===== config.mk =====
export PLATFORM = sky130hd
export DESIGN_NAME = gog_isqrt
export DESIGN_NICKNAME = d
export VERILOG_FILES = /design/src/hw/rtl/gog_pkg.sv /design/src/hw/rtl/gog_isqrt.sv
export SDC_FILE = /design/constraint.sdc
export NUM_CORES = 2
export LEC_CHECK = 0
export ABC_CLOCK_PERIOD_IN_PS = 3100
export BUFFER_PORTS_ARGS = -buffer_cell sky130_fd_sc_hd__buf_2
export CAP_MARGIN = 40
export CORE_UTILIZATION = 57
export DETAILED_ROUTE_END_ITERATION = 8
export PLACE_DENSITY_LB_ADDON = 0.15
export SYNTH_ARGS = -nofsm -noshare
export SYNTH_HDL_FRONTEND = slang
export SYNTH_SLANG_ARGS = --single-unit

===== constraint.sdc =====
create_clock -name clk_i -period 3.1 [get_ports clk_i]
set_input_delay 0.93 -clock clk_i [delete_from_list [all_inputs] [get_ports clk_i]]
set_output_delay 0.93 -clock clk_i [all_outputs]
set_load 0.005 [all_outputs]

===== src/hw/rtl/gog_pkg.sv =====
package gog_pkg;

  localparam int FRAC_BITS = 16;
  localparam int PIX_W     = 12;
  localparam int SIZE_W    = 13;
  localparam int COORD_W   = 20;
  // normalized position is saturated to 2^19 - 1
  localparam int POS_W     = COORD_W - 1;
  localparam int DIFF_W    = COORD_W + 1;
  localparam int PROD_W    = 2 * DIFF_W + 1;
  localparam int LIN_CAP   = 7;
  localparam int RAD_CAP   = 14;
  // divider quotient: radial needs 2*FRAC_BITS + RAD_CAP bits
  localparam int QDIV_W    = 2 * FRAC_BITS + RAD_CAP;
  localparam int ROOT_W    = QDIV_W / 2;
  localparam int GP_W      = FRAC_BITS + 1;
  localparam int CFG_IDX_W = 3;

  localparam logic [GP_W-1:0]   GP_ONE  = GP_W'(1) << FRAC_BITS;
  localparam logic [ROOT_W-1:0] OFS_MAX = '1;

  localparam logic [CFG_IDX_W-1:0] CFG_WIDTH   = 3'd0;
  localparam logic [CFG_IDX_W-1:0] CFG_HEIGHT  = 3'd1;
  localparam logic [CFG_IDX_W-1:0] CFG_START_X = 3'd2;
  localparam logic [CFG_IDX_W-1:0] CFG_START_Y = 3'd3;
  localparam logic [CFG_IDX_W-1:0] CFG_END_X   = 3'd4;
  localparam logic [CFG_IDX_W-1:0] CFG_END_Y   = 3'd5;
  localparam logic [CFG_IDX_W-1:0] CFG_FILL    = 3'd6;
  localparam logic [CFG_IDX_W-1:0] CFG_REPEAT  = 3'd7;

  localparam logic       FILL_PROJ   = 1'b0;
  localparam logic       FILL_DIST   = 1'b1;
  localparam logic [1:0] REP_CLAMP   = 2'd0;
  localparam logic [1:0] REP_WRAP    = 2'd1;
  localparam logic [1:0] REP_MIRROR  = 2'd2;

  typedef struct packed {
    logic len0;
    logic sat;
    logic radial;
    logic neg;
  } side_t;

  typedef struct packed {
    side_t             side;
    logic [ROOT_W-1:0] lin;
  } sq_side_t;

endpackage


===== src/hw/rtl/gog_isqrt.sv =====
module gog_isqrt import gog_pkg::*; (
  input  logic              clk_i,
  input  logic              rst_ni,
  input  logic              en_i,
  input  logic              valid_i,
  input  sq_side_t          side_i,
  input  logic [QDIV_W-1:0] val_i,
  output logic              valid_o,
  output sq_side_t          side_o,
  output logic [ROOT_W-1:0] root_o
);

  localparam int NS    = ROOT_W;
  localparam int REM_W = ROOT_W + 2;

  logic [NS:0]        vld_q;
  sq_side_t           side_q [NS+1];
  logic [REM_W-1:0]   rem_q  [NS+1];
  logic [REM_W-1:0]   rem_d  [NS+1];
  logic [ROOT_W-1:0]  root_q [NS+1];
  logic [ROOT_W-1:0]  root_d [NS+1];
  logic [QDIV_W-1:0]  val_q  [NS+1];
  logic [QDIV_W-1:0]  val_d  [NS+1];
  logic [REM_W+1:0]   t;
  logic [REM_W+1:0]   trial;

  // two radicand bits per stage, one root bit out
  always_comb begin
    rem_d[0]  = '0;
    root_d[0] = '0;
    val_d[0]  = val_i;
    t         = '0;
    trial     = '0;
    for (int s = 0; s < NS; s++) begin
      t     = {rem_q[s], val_q[s][QDIV_W-1:QDIV_W-2]};
      trial = (REM_W+2)'({root_q[s], 2'b01});
      if (t >= trial) begin
        rem_d[s+1]  = REM_W'(t - trial);
        root_d[s+1] = {root_q[s][ROOT_W-2:0], 1'b1};
      end else begin
        rem_d[s+1]  = REM_W'(t);
        root_d[s+1] = {root_q[s][ROOT_W-2:0], 1'b0};
      end
      val_d[s+1] = {val_q[s][QDIV_W-3:0], 2'b00};
    end
  end

  always_ff @(posedge clk_i or negedge rst_ni) begin
    if (!rst_ni) begin
      vld_q <= '0;
    end else if (en_i) begin
      vld_q <= {vld_q[NS-1:0], valid_i};
    end
  end

  always_ff @(posedge clk_i) begin
    if (en_i) begin
      rem_q     <= rem_d;
      root_q    <= root_d;
      val_q     <= val_d;
      side_q[0] <= side_i;
      for (int s = 0; s < NS; s++) begin
        side_q[s+1] <= side_q[s];
      end
    end
  end

  assign valid_o = vld_q[NS];
  assign side_o  = side_q[NS];
  assign root_o  = root_q[NS];

endmodule

==> flow_metrics.tcl <==
set metrics [dict create \
    skew_ns 0.0203 \
    cts.sinks 2004 \
    grt_use_met1 0.243 \
    cp_common_cell "a21oi_2" \
    gp_congestion 0.898 \
    n_antenna_cell 0 \
    synth_top_family_by_area "simple AND/OR/NAND/NOR gates" \
    switching_share 0.238 \
    grt_max_degree 96 \
    cp.required_ns 3.66 \
    vias 41700 \
    ys_seq_area_frac 0.740 \
    cp_slowest_cell "or4b_4" \
    yosysTopAreaCell "edfxtp_1" \
    worstReg2RegEnd "rem_q[195]" \
    period_share 0.982 \
    finalSetupViolations 0 \
    hold_viol 0 \
    grtUsageMet3 0.0353 \
    fin_tns_setup_ns 0 \
    status "completed" \
    nets 6114 \
    dr.pass1.iters 6 \
    wl_per_cell_um 16.5 \
    async_reset_ff_frac 0.0120 \
    die_area_mm2 0.144 \
    rr_worst_depth 12 \
    grt_remaining_overflow 0 \
    rsz0062_at_grt "true" \
    max_freq_ghz 0.329 \
    grtUsageMet2 0.284 \
    finalCriticalPeriod_ns 3.04 \
    cts_htree_levels 4 \
    synth_edf_count 1980 \
    worstSetupPathType "reg -> reg" \
    r2r-start "root_q[187]" \
    numCtsBuffers 193 \
    via_per_inst 5.35 \
    clock_power_share 0.355 \
    finalMaxSlewViolations 0 \
    antenna_found_initial 2 \
    place_area_mm2 0.0860 \
    hold_path.class "in -> async" \
    critPathTopFamily "compound AO/OA/AOI/OAI gates" \
    synth-seq-cells 2004 \
    grt_pass1_vias 40200 \
    grt_first_pass_wirelength_um 203000 \
    route.detailed.drc 0 \
    core-area_mm2 0.141 \
    initial_core_util 0.574 \
    yosys-top-cells-area "edfxtp_1 (73%), ha_1 (4.6%), xor2_1 (2.3%), xnor2_1 (1.9%), a21oi_1 (1.9%)" \
    area_delta_synth_final_pct 14.9 \
    synthesis.nets 5639 \
    dp_hpwl_um 87100 \
    dpl.cell_count 7417 \
    syn_area_mm2 0.0811 \
    power_density_mw_per_mm2 709 \
    synth_mux_area_frac 0.0110 \
    cap_violations 0 \
    start_kind "register" \
    path_cells "inv_2 > ha_4 > a21o_1 > a21oi_2 > nor2b_1 > o41a_1 > o211ai_1 > a21oi_2 > or4b_4 > buf_4 > nor2_1 > xor2_1" \
    path_buf_inv 2 \
    regToRegSetupSlack_ns 0.06 \
    p_leak_nw 35.2 \
    die_y_um 379 \
    synth_compound_gate_area_share 0.0660 \
    syn-instance-count 5264 \
    cts.clk_slew.worst_paths_ns 0.06 \
    initialDrtViolationCount 2617 \
    drive_above_1_share 0.143 \
    gr-max-usage-layer "met2" \
    worst_pin_slew_ns 0.738 \
    clkLatencyLatePin_ns 0.81 \
    ioPinCount 128 \
    yosys.area.top_type_share 0.733 \
    arrival_ns 3.60 \
    pwr-share-seq 0.520 \
    cp_slowest_stage_delay_ns 0.53 \
    fp.dieW_um 379 \
    power_frac_comb 0.125 \
    synthAdderAreaFrac 0.0460 \
    cts_tree "yes" \
    slew_headroom 0.503 \
    p_int_mw 50.4 \
    yosys.area_share.xor_xnor 0.0423 \
    synth_ff_type "edfxtp_1" \
    ys_types 92 \
    num_rows 138 \
    fin_cells 7795 \
    track_usage 0.177 \
    cts_root_buf "clkbuf_16" \
    worstPathMaxFanout 2 \
    avgSynthCellArea_um2 15.4 \
    endpoint_kind "register" \
    ir_drop_uv 610 \
    wl_um 128000 \
    io_buffers 127 \
    hold_buffers 0 \
    final_antenna_net_count 0 \
    holdWs_ns 0.0959 \
    power.switching_mw 15.7 \
    synthSimpleGateAreaFrac 0.0699 \
    fill_cells 9849 \
    final_area_mm2 0.0932 \
    ys_warn_count 0 \
    cts_buffer_depth 3 \
]
metrics by stage:
stage | worst slack (ns) | total power [mW] | utilization
after floorplan | 0.0241 | 39.9 | -
after global placement | -0.0657 | 42.7 | 0.608
after detailed placement | -0.152 | 42.9 | 0.608
after CTS | 0.00112 | 66.6 | 0.655
after global routing | -0.0456 | 69.0 | 0.659
final | 0.0573 | 66.1 | 0.659
per-layer routing:
layer	routed length, µm	vias up	part of all wire
met5	0	-	0
met4	3200	0	0.025
met2	59800	831	0.47
met1	59000	20000	0.46
met3	6240	225	0.049
li1	-	20600	-
kinds of logic after synthesis:
group / after synthesis
adder cells (fa/ha/maj): 298
AO/OA/AOI/OAI: 865
AND/OR/NAND/NOR: 1131
multiplexers: 80
XOR/XNOR: 392
other: 1
flip-flops: 2004
buffers and inverters: 493
worst max path at each step:
stage,startpoint,to,slack [ns],depth (start not counted)
after floorplan,rem_q[81],rem_q[54],0.02,10
after global placement,rem_q[81],rem_q[55],-0.07,13
after detailed placement,rem_q[81],rem_q[55],-0.15,13
after CTS,rem_q[76],rem_q[70],0.001,12
after global routing,root_q[187],rem_q[195],-0.05,12
final,root_q[187],rem_q[195],0.06,12
registers in the layout, summed over array words and instances, names as in the netlist:
signal	count
rem_q	504
root_o	23
val_q	44
side_q	648
t	2
root_q	253
val_d	506
vld_q	24
synth_stat cells, drive strengths merged, types with 72 or more instances:
cell    count
xnor2     175
a21oi     300
inv       390
o21ai     204
nor3      119
a21o       82
edfxtp   1980
nor2      298
xor2      217
mux2       72
o21a       73
ha        298
nand2     250
cell type report:
class | count | area (µm²) | area share
clock buffer | 221 | 5020 | 0.0538
clock inverter | 140 | 1500 | 0.0161
inverter | 391 | 1470 | 0.0157
multi-input combinational | 2767 | 19700 | 0.211
sequential | 2004 | 60100 | 0.644
tap | 1890 | 2360 | 0.0254
timing repair buffer | 382 | 3150 | 0.0338
power by group through the flow:
stage	combinational [mW]	clock [mW]	sequential, mW
after floorplan	5.59	0	34.4
after global placement	7.82	0	34.9
after detailed placement	7.96	0	34.9
after CTS	8.04	24.2	34.4
after global routing	9.15	25.2	34.6
final	8.24	23.5	34.4
placed cells by master, fill, tap and decap left out, drive strengths merged, types with 29 or more instances in the layout:
cell | netlist | layout
xor2 | 217 | 217
nand2b | 65 | 65
o21ai | 204 | 204
mux2 | 72 | 72
nand4 | 40 | 40
edfxtp | 1980 | 1980
nor2b | 46 | 46
or4 | 29 | 29
a21oi | 300 | 300
nand2 | 250 | 250
buf | 45 | 381
nand3 | 59 | 59
clkinv | 1 | 98
xnor2 | 175 | 175
nor2 | 298 | 298
clkbuf | 57 | 222
nor4 | 63 | 63
nor3 | 119 | 119
inv | 390 | 397
o21a | 73 | 73
a21o | 82 | 82
or3 | 53 | 53
ha | 298 | 298
timing repair:
| action | 4_1_cts | 5_1_grt |
|---|---|---|
| cloned | 0 | 1 |
| setup endpoints to repair | 33 | 131 |
| resized for setup | 10 | 98 |
| setup buffers | 1 | 16 |
| pin swaps | 5 | 35 |
| endpoints found under the hold margin | 0 | 0 |
Note: power is estimated with default switching activity, not from simulation.
