### src/hw/rtl/gog_pkg.sv
package gog_pkg;

  localparam int FRAC_BITS = 16;
  localparam int PIX_W     = 12;
  localparam int SIZE_W    = 13;
  localparam int COORD_W   = 20;
  // normalized position is saturated to 2^19 - 1
  localparam int POS_W     = COORD_W - 1;
  localparam int DIFF_W    = COORD_W + 1;
  localparam int PROD_W    = 2 * DIFF_W + 1;
  localparam int LIN_CAP   = 7;
  localparam int RAD_CAP   = 14;
  // divider quotient: radial needs 2*FRAC_BITS + RAD_CAP bits
  localparam int QDIV_W    = 2 * FRAC_BITS + RAD_CAP;
  localparam int ROOT_W    = QDIV_W / 2;
  localparam int GP_W      = FRAC_BITS + 1;
  localparam int CFG_IDX_W = 3;

  localparam logic [GP_W-1:0]   GP_ONE  = GP_W'(1) << FRAC_BITS;
  localparam logic [ROOT_W-1:0] OFS_MAX = '1;

  localparam logic [CFG_IDX_W-1:0] CFG_WIDTH   = 3'd0;
  localparam logic [CFG_IDX_W-1:0] CFG_HEIGHT  = 3'd1;
  localparam logic [CFG_IDX_W-1:0] CFG_START_X = 3'd2;
  localparam logic [CFG_IDX_W-1:0] CFG_START_Y = 3'd3;
  localparam logic [CFG_IDX_W-1:0] CFG_END_X   = 3'd4;
  localparam logic [CFG_IDX_W-1:0] CFG_END_Y   = 3'd5;
  localparam logic [CFG_IDX_W-1:0] CFG_FILL    = 3'd6;
  localparam logic [CFG_IDX_W-1:0] CFG_REPEAT  = 3'd7;

  localparam logic       FILL_PROJ   = 1'b0;
  localparam logic       FILL_DIST   = 1'b1;
  localparam logic [1:0] REP_CLAMP   = 2'd0;
  localparam logic [1:0] REP_WRAP    = 2'd1;
  localparam logic [1:0] REP_MIRROR  = 2'd2;

  typedef struct packed {
    logic len0;
    logic sat;
    logic radial;
    logic neg;
  } side_t;

  typedef struct packed {
    side_t             side;
    logic [ROOT_W-1:0] lin;
  } sq_side_t;

endpackage

### src/hw/rtl/gog_norm_div.sv
module gog_norm_div import gog_pkg::*; (
  input  logic              clk_i,
  input  logic              rst_ni,
  input  logic              en_i,
  input  logic              valid_i,
  input  logic [PIX_W-1:0]  pix_x_i,
  input  logic [PIX_W-1:0]  pix_y_i,
  input  logic [SIZE_W-1:0] width_i,
  input  logic [SIZE_W-1:0] height_i,
  output logic              valid_o,
  output logic [POS_W-1:0]  pos_x_o,
  output logic [POS_W-1:0]  pos_y_o
);

  localparam int NS    = POS_W;
  localparam int NUM_W = PIX_W + FRAC_BITS;

  logic [NS:0]        vld_q;
  logic [SIZE_W-1:0]  rem_q [2][NS+1];
  logic [SIZE_W-1:0]  rem_d [2][NS+1];
  logic [NS-1:0]      qr_q  [2][NS+1];
  logic [NS-1:0]      qr_d  [2][NS+1];
  logic [NS:0]        zero_q [2];
  logic [NS:0]        zero_d [2];
  logic [NS:0]        sat_q  [2];
  logic [NS:0]        sat_d  [2];
  logic [SIZE_W-1:0]  den    [2];
  logic [NUM_W-1:0]   num    [2];
  logic [SIZE_W:0]    trial;

  always_comb begin
    den[0] = width_i - SIZE_W'(1);
    den[1] = height_i - SIZE_W'(1);
    num[0] = {pix_x_i, {FRAC_BITS{1'b0}}};
    num[1] = {pix_y_i, {FRAC_BITS{1'b0}}};
    trial  = '0;
    for (int l = 0; l < 2; l++) begin
      rem_d[l][0]  = SIZE_W'(num[l][NUM_W-1:NS]);
      qr_d[l][0]   = num[l][NS-1:0];
      zero_d[l][0] = (l == 0) ? (width_i <= SIZE_W'(1)) : (height_i <= SIZE_W'(1));
      sat_d[l][0]  = (SIZE_W+NS)'(num[l]) >= {den[l], {NS{1'b0}}};
      // one quotient bit per stage
      for (int s = 0; s < NS; s++) begin
        trial = {rem_q[l][s], qr_q[l][s][NS-1]};
        if (trial >= {1'b0, den[l]}) begin
          rem_d[l][s+1] = SIZE_W'(trial - {1'b0, den[l]});
          qr_d[l][s+1]  = {qr_q[l][s][NS-2:0], 1'b1};
        end else begin
          rem_d[l][s+1] = SIZE_W'(trial);
          qr_d[l][s+1]  = {qr_q[l][s][NS-2:0], 1'b0};
        end
        zero_d[l][s+1] = zero_q[l][s];
        sat_d[l][s+1]  = sat_q[l][s];
      end
    end
  end

  always_ff @(posedge clk_i or negedge rst_ni) begin
    if (!rst_ni) begin
      vld_q <= '0;
    end else if (en_i) begin
      vld_q <= {vld_q[NS-1:0], valid_i};
    end
  end

  always_ff @(posedge clk_i) begin
    if (en_i) begin
      rem_q  <= rem_d;
      qr_q   <= qr_d;
      zero_q <= zero_d;
      sat_q  <= sat_d;
    end
  end

  assign valid_o = vld_q[NS];
  assign pos_x_o = zero_q[0][NS] ? '0 : (sat_q[0][NS] ? '1 : qr_q[0][NS]);
  assign pos_y_o = zero_q[1][NS] ? '0 : (sat_q[1][NS] ? '1 : qr_q[1][NS]);

endmodule

### config.mk
export PLATFORM = sky130hd
export DESIGN_NAME = gog_norm_div
export DESIGN_NICKNAME = d
export VERILOG_FILES = /design/src/hw/rtl/gog_pkg.sv /design/src/hw/rtl/gog_norm_div.sv
export SDC_FILE = /design/constraint.sdc
export NUM_CORES = 2
export LEC_CHECK = 0
export BUFFER_PORTS_ARGS = -buffer_cell sky130_fd_sc_hd__buf_4
export CAP_MARGIN = 15
export CORE_MARGIN = 4
export CORE_UTILIZATION = 30
export DETAILED_ROUTE_END_ITERATION = 10
export MAX_ROUTING_LAYER = met4
export PLACE_DENSITY = 0.53
export SLEW_MARGIN = 0
export SYNTH_ARGS = -nofsm -noshare
export SYNTH_HDL_FRONTEND = slang
export SYNTH_SLANG_ARGS = --single-unit
export TNS_END_PERCENT = 1
### constraint.sdc
create_clock -name clk_i -period 6.15 [get_ports clk_i]
set_input_delay 1.23 -clock clk_i [delete_from_list [all_inputs] [get_ports clk_i]]
set_output_delay 1.23 -clock clk_i [all_outputs]
set_load 0.02 [all_outputs]
==> impl_results.md <==
- Clock skew after layout: between 0.03 and 0.04 ns
- Number of warnings issued by yosys: 0
- Initial Utilization: 30.2%
- Relative slew margins: 21.3%
- Synth Area per Inst: 11.0 µm²
- Number of hold-slack violations in the final timing report: 0
- Total of fill cells in the finished design: slightly below 20000
- Synth Register Bits: about 980
- Clock network power share: 22.1%
- Count of clock tree sinks: between 900 and 1000
- Power per cell area: around 470 nW/µm²
- Total via count in the routed design: about 43000
- Standard-cell rows: 163
- Post-synth top area cell: edfxtp_1
- Vertical die dimension: about 450 µm
- Reg-to-reg slack, setup: 2.33 ns
- Global-route wire length before repair: between 200000 and 250000 µm
- Share of the cycle needed by the critical path after routing: between 80 and 90%
- Full die area: between 200000 and 250000 µm²
- Antenna violations before repair: 0
- Horizontal extent of the die: 455 µm
- Worst setup path category: in2reg
- Tightest Pin Transition: 1.18 ns
- Max H-tree Level: 3
- Number of nets produced by synthesis: a little under 6000
- Post-synthesis cell count: 5462
- Min Clock Period, post-route: between 5 and 6 ns
- Most repeated cell in the gate-level netlist after synthesis: edfxtp_1
- Standard cell core area: 198000 µm²
- VDD IR max: about 250 µV
- Global Route Usage Sum: between 10% and 20%
- Max-slew violation count: 0
- Terminus of the critical flop-to-flop path: rem_q[229]
- Top cell types by occurrence after synthesis: edfxtp_1, nor2_1, xnor2_1
- Final WL: around 160000 µm
- Worst path setup slack after routing: ~0.8 ns
- Setup slack after placement: 0.0102 ns
- Clock latency reported for the late side of the worst-skew pair: approximately 0.77 ns
- Vias in the first global route: 41700
- Highest clock rate: between 0.15 and 0.2 GHz
- Count of nets after finishing: between 5000 and 6000
- Outcome: completed
- Share of flip-flops with an asynchronous set or reset after synthesis: roughly 2%
- Logic depth of the worst register-to-register path: 15
- Count of hold buffers inserted by post-cts repair: 0
- Summed instance area of the synthesized netlist: ~60000 µm²
- Unrepaired setup endpoints after global routing: false
- DR iter-0 viols: 3250
- Comb power frac: about two fifths
- Synthesis-to-finish area growth: 13.4%
- Number of I/O port buffers: 92
- Root Buffer: clkbuf_16
- Number of enable-type register cells in the synthesized netlist: approximately 960
- Arrival time of data at the critical path endpoint: roughly 5.9 ns
- Final Setup Violations: 0
- R2r startpoint: qr_q[360]
- Power spent charging and discharging nets: around 12 mW
- Maximum buffer depth of the clock tree: 3
- Static leakage: roughly 25 nW
- Top fanout value on the critical path: 15
- Area share of the largest cell type after synthesis: approximately 48%
- Required time at the worst-slack endpoint: ~6.7 ns
- Inserted Diodes: 0
- Post-synth top flop: edfxtp_1
- Max-capacitance violation count: 0
- Maximum number of pins on one net before global-route repair: roughly 170
- Register area share after synthesis: just under 50%
- Buffers inserted during post-CTS setup optimization: 0
- Fraction of final layout cells sized beyond drive strength 1: between 10 and 15%
- TritonCTS Buffers: roughly 120
- CP Capture Type: flip-flop
- Setup crit start kind: input port
- CTS-repair resized insts: 0
- CTS tree: built
- Overall power: 31.6 mW
- Internal portion of total power: a little under 20 mW
- Number of distinct library cells after synthesis: 113
- HPWL after detailed placement: around 110000 µm
- Type of the worst min-delay path: in2async
- Final global-route overflow total: 0
- Mean routed wirelength per cell: 19.5 µm
- DRC violations left: 0
- Clock slew seen by the registers of the worst setup and hold paths: 0.06 ns
- Top-Level Pins: a little over 90
- Number of iterations in the first detailed-routing pass: 8
- Remaining antenna violation count: 0
- Part of the power in registers: between 30% and 40%
- Vias per cell: ~5.2
- Switching fraction of total power: 37.2%
- Synth area leaders: edfxtp_1, xnor2_1, ha_1
- Final Wtd Congestion: 0.870
per-layer routing:
layer  track usage, %  vias to the layer above  part of all wire (%)
li1                 -                    20600                     -
met1             20.3                    20900                    45
met2             24.9                     1217                    46
met3             2.55                      291                   5.4
met4             5.12                        0                   3.1
met5                -                        -                     0
state kept, by name, summed over array words and instances, names as in the netlist:
name,flops
qr_q,392
rem_q,486
sat_d,38
sat_q,2
vld_q,20
zero_d,38
zero_q,2
worst max path at each step:
stage,cells after the start,slack [ns],end,from
2_1_floorplan,17,-0.02,rem_q[27],height_i[0]
3_3_place_gp,16,0.08,rem_q[157],height_i[0]
3_5_place_dp,16,0.01,rem_q[157],height_i[0]
4_1_cts,16,0.85,rem_q[163],height_i[0]
5_1_grt,13,0.55,rem_q[313],width_i[6]
6_report,13,0.81,rem_q[313],width_i[6]
worst max-delay path: stages:
cell	delay (ns)
buf_4	0.18
or4_1	0.56
nor4_1	0.41
nor3b_1	0.37
xnor2_2	0.31
ha_1	0.55
nand2_1	0.09
nor4_1	0.18
nand4_1	0.23
o41ai_2	0.71
a2111oi_0	0.15
or2_1	0.50
mux2_2	0.37
cells by family after synthesis:
family / Yosys count / synth area share, %
simple gates: 1454 / 11.7
compound gates: 1374 / 15.8
flops: 978 / 48.9
xor+xnor: 667 / 10.3
buf+inv: 494 / 3.60
fa+ha+maj: 375 / 7.57
mux: 120 / 2.19
layout make-up:
class                      instances  area, µm²  share of cell area [%]
sequential                       978      29300                    43.1
multi-input combinational       3990      28600                    42.1
tap                             2640       3300                    4.86
clock buffer                     141       3020                    4.44
timing repair buffer             257       2200                    3.24
clock inverter                    77        816                    1.20
inverter                         183        694                    1.02
cell usage in the layout (no fill, tap or decap), types with 27 or more instances in the layout:
cell type | Yosys | layout
a31oi_1 | 62 | 62
edfxtp_1 | 958 | 958
nand2b_1 | 45 | 45
xnor2_1 | 464 | 453
o211ai_1 | 47 | 47
o31ai_1 | 43 | 43
mux2_2 | 90 | 90
a21o_1 | 92 | 92
or4_1 | 36 | 36
o21ai_0 | 265 | 264
nor3_1 | 97 | 97
nand4_1 | 31 | 31
maj3_1 | 80 | 80
a21oi_1 | 294 | 293
and3_1 | 52 | 52
mux2i_1 | 30 | 30
buf_4 | 15 | 235
or3_1 | 30 | 30
nor4_1 | 37 | 37
xor2_1 | 178 | 178
nor2_1 | 522 | 520
o21a_1 | 31 | 31
a311oi_1 | 27 | 27
nand3_1 | 116 | 116
o22ai_1 | 37 | 37
and2_1 | 32 | 32
inv_1 | 160 | 159
ha_1 | 288 | 288
nand2_1 | 324 | 323
a211oi_1 | 85 | 85
o21bai_1 | 66 | 66
clkbuf_16 | 0 | 116
power by group through the flow:
stage | logic, mW | registers (mW) | clock network [mW]
after floorplan | 10.5 | 10.9 | 0
after global placement | 12.4 | 12.0 | 0
after detailed placement | 12.6 | 12.0 | 0
after CTS | 12.7 | 11.9 | 7.25
after global routing | 14.2 | 12.1 | 7.50
final | 12.7 | 11.9 | 6.98
stage by stage:
stage	utilization [%]	TNS (ns)	cell area (µm²)	hold WS [ns]	std cells
finish	34.3	0	67900	0.350	8266
global route	34.3	0	67900	0.300	8266
CTS	34.3	0	67900	0.263	8266
detailed placement	32.4	0	64100	0.405	8048
global placement	32.4	0	64100	0.401	8048
floorplan	-	-0.0533	59900	0.400	5462
No activity file was read; power rests on OpenSTA's default activity.
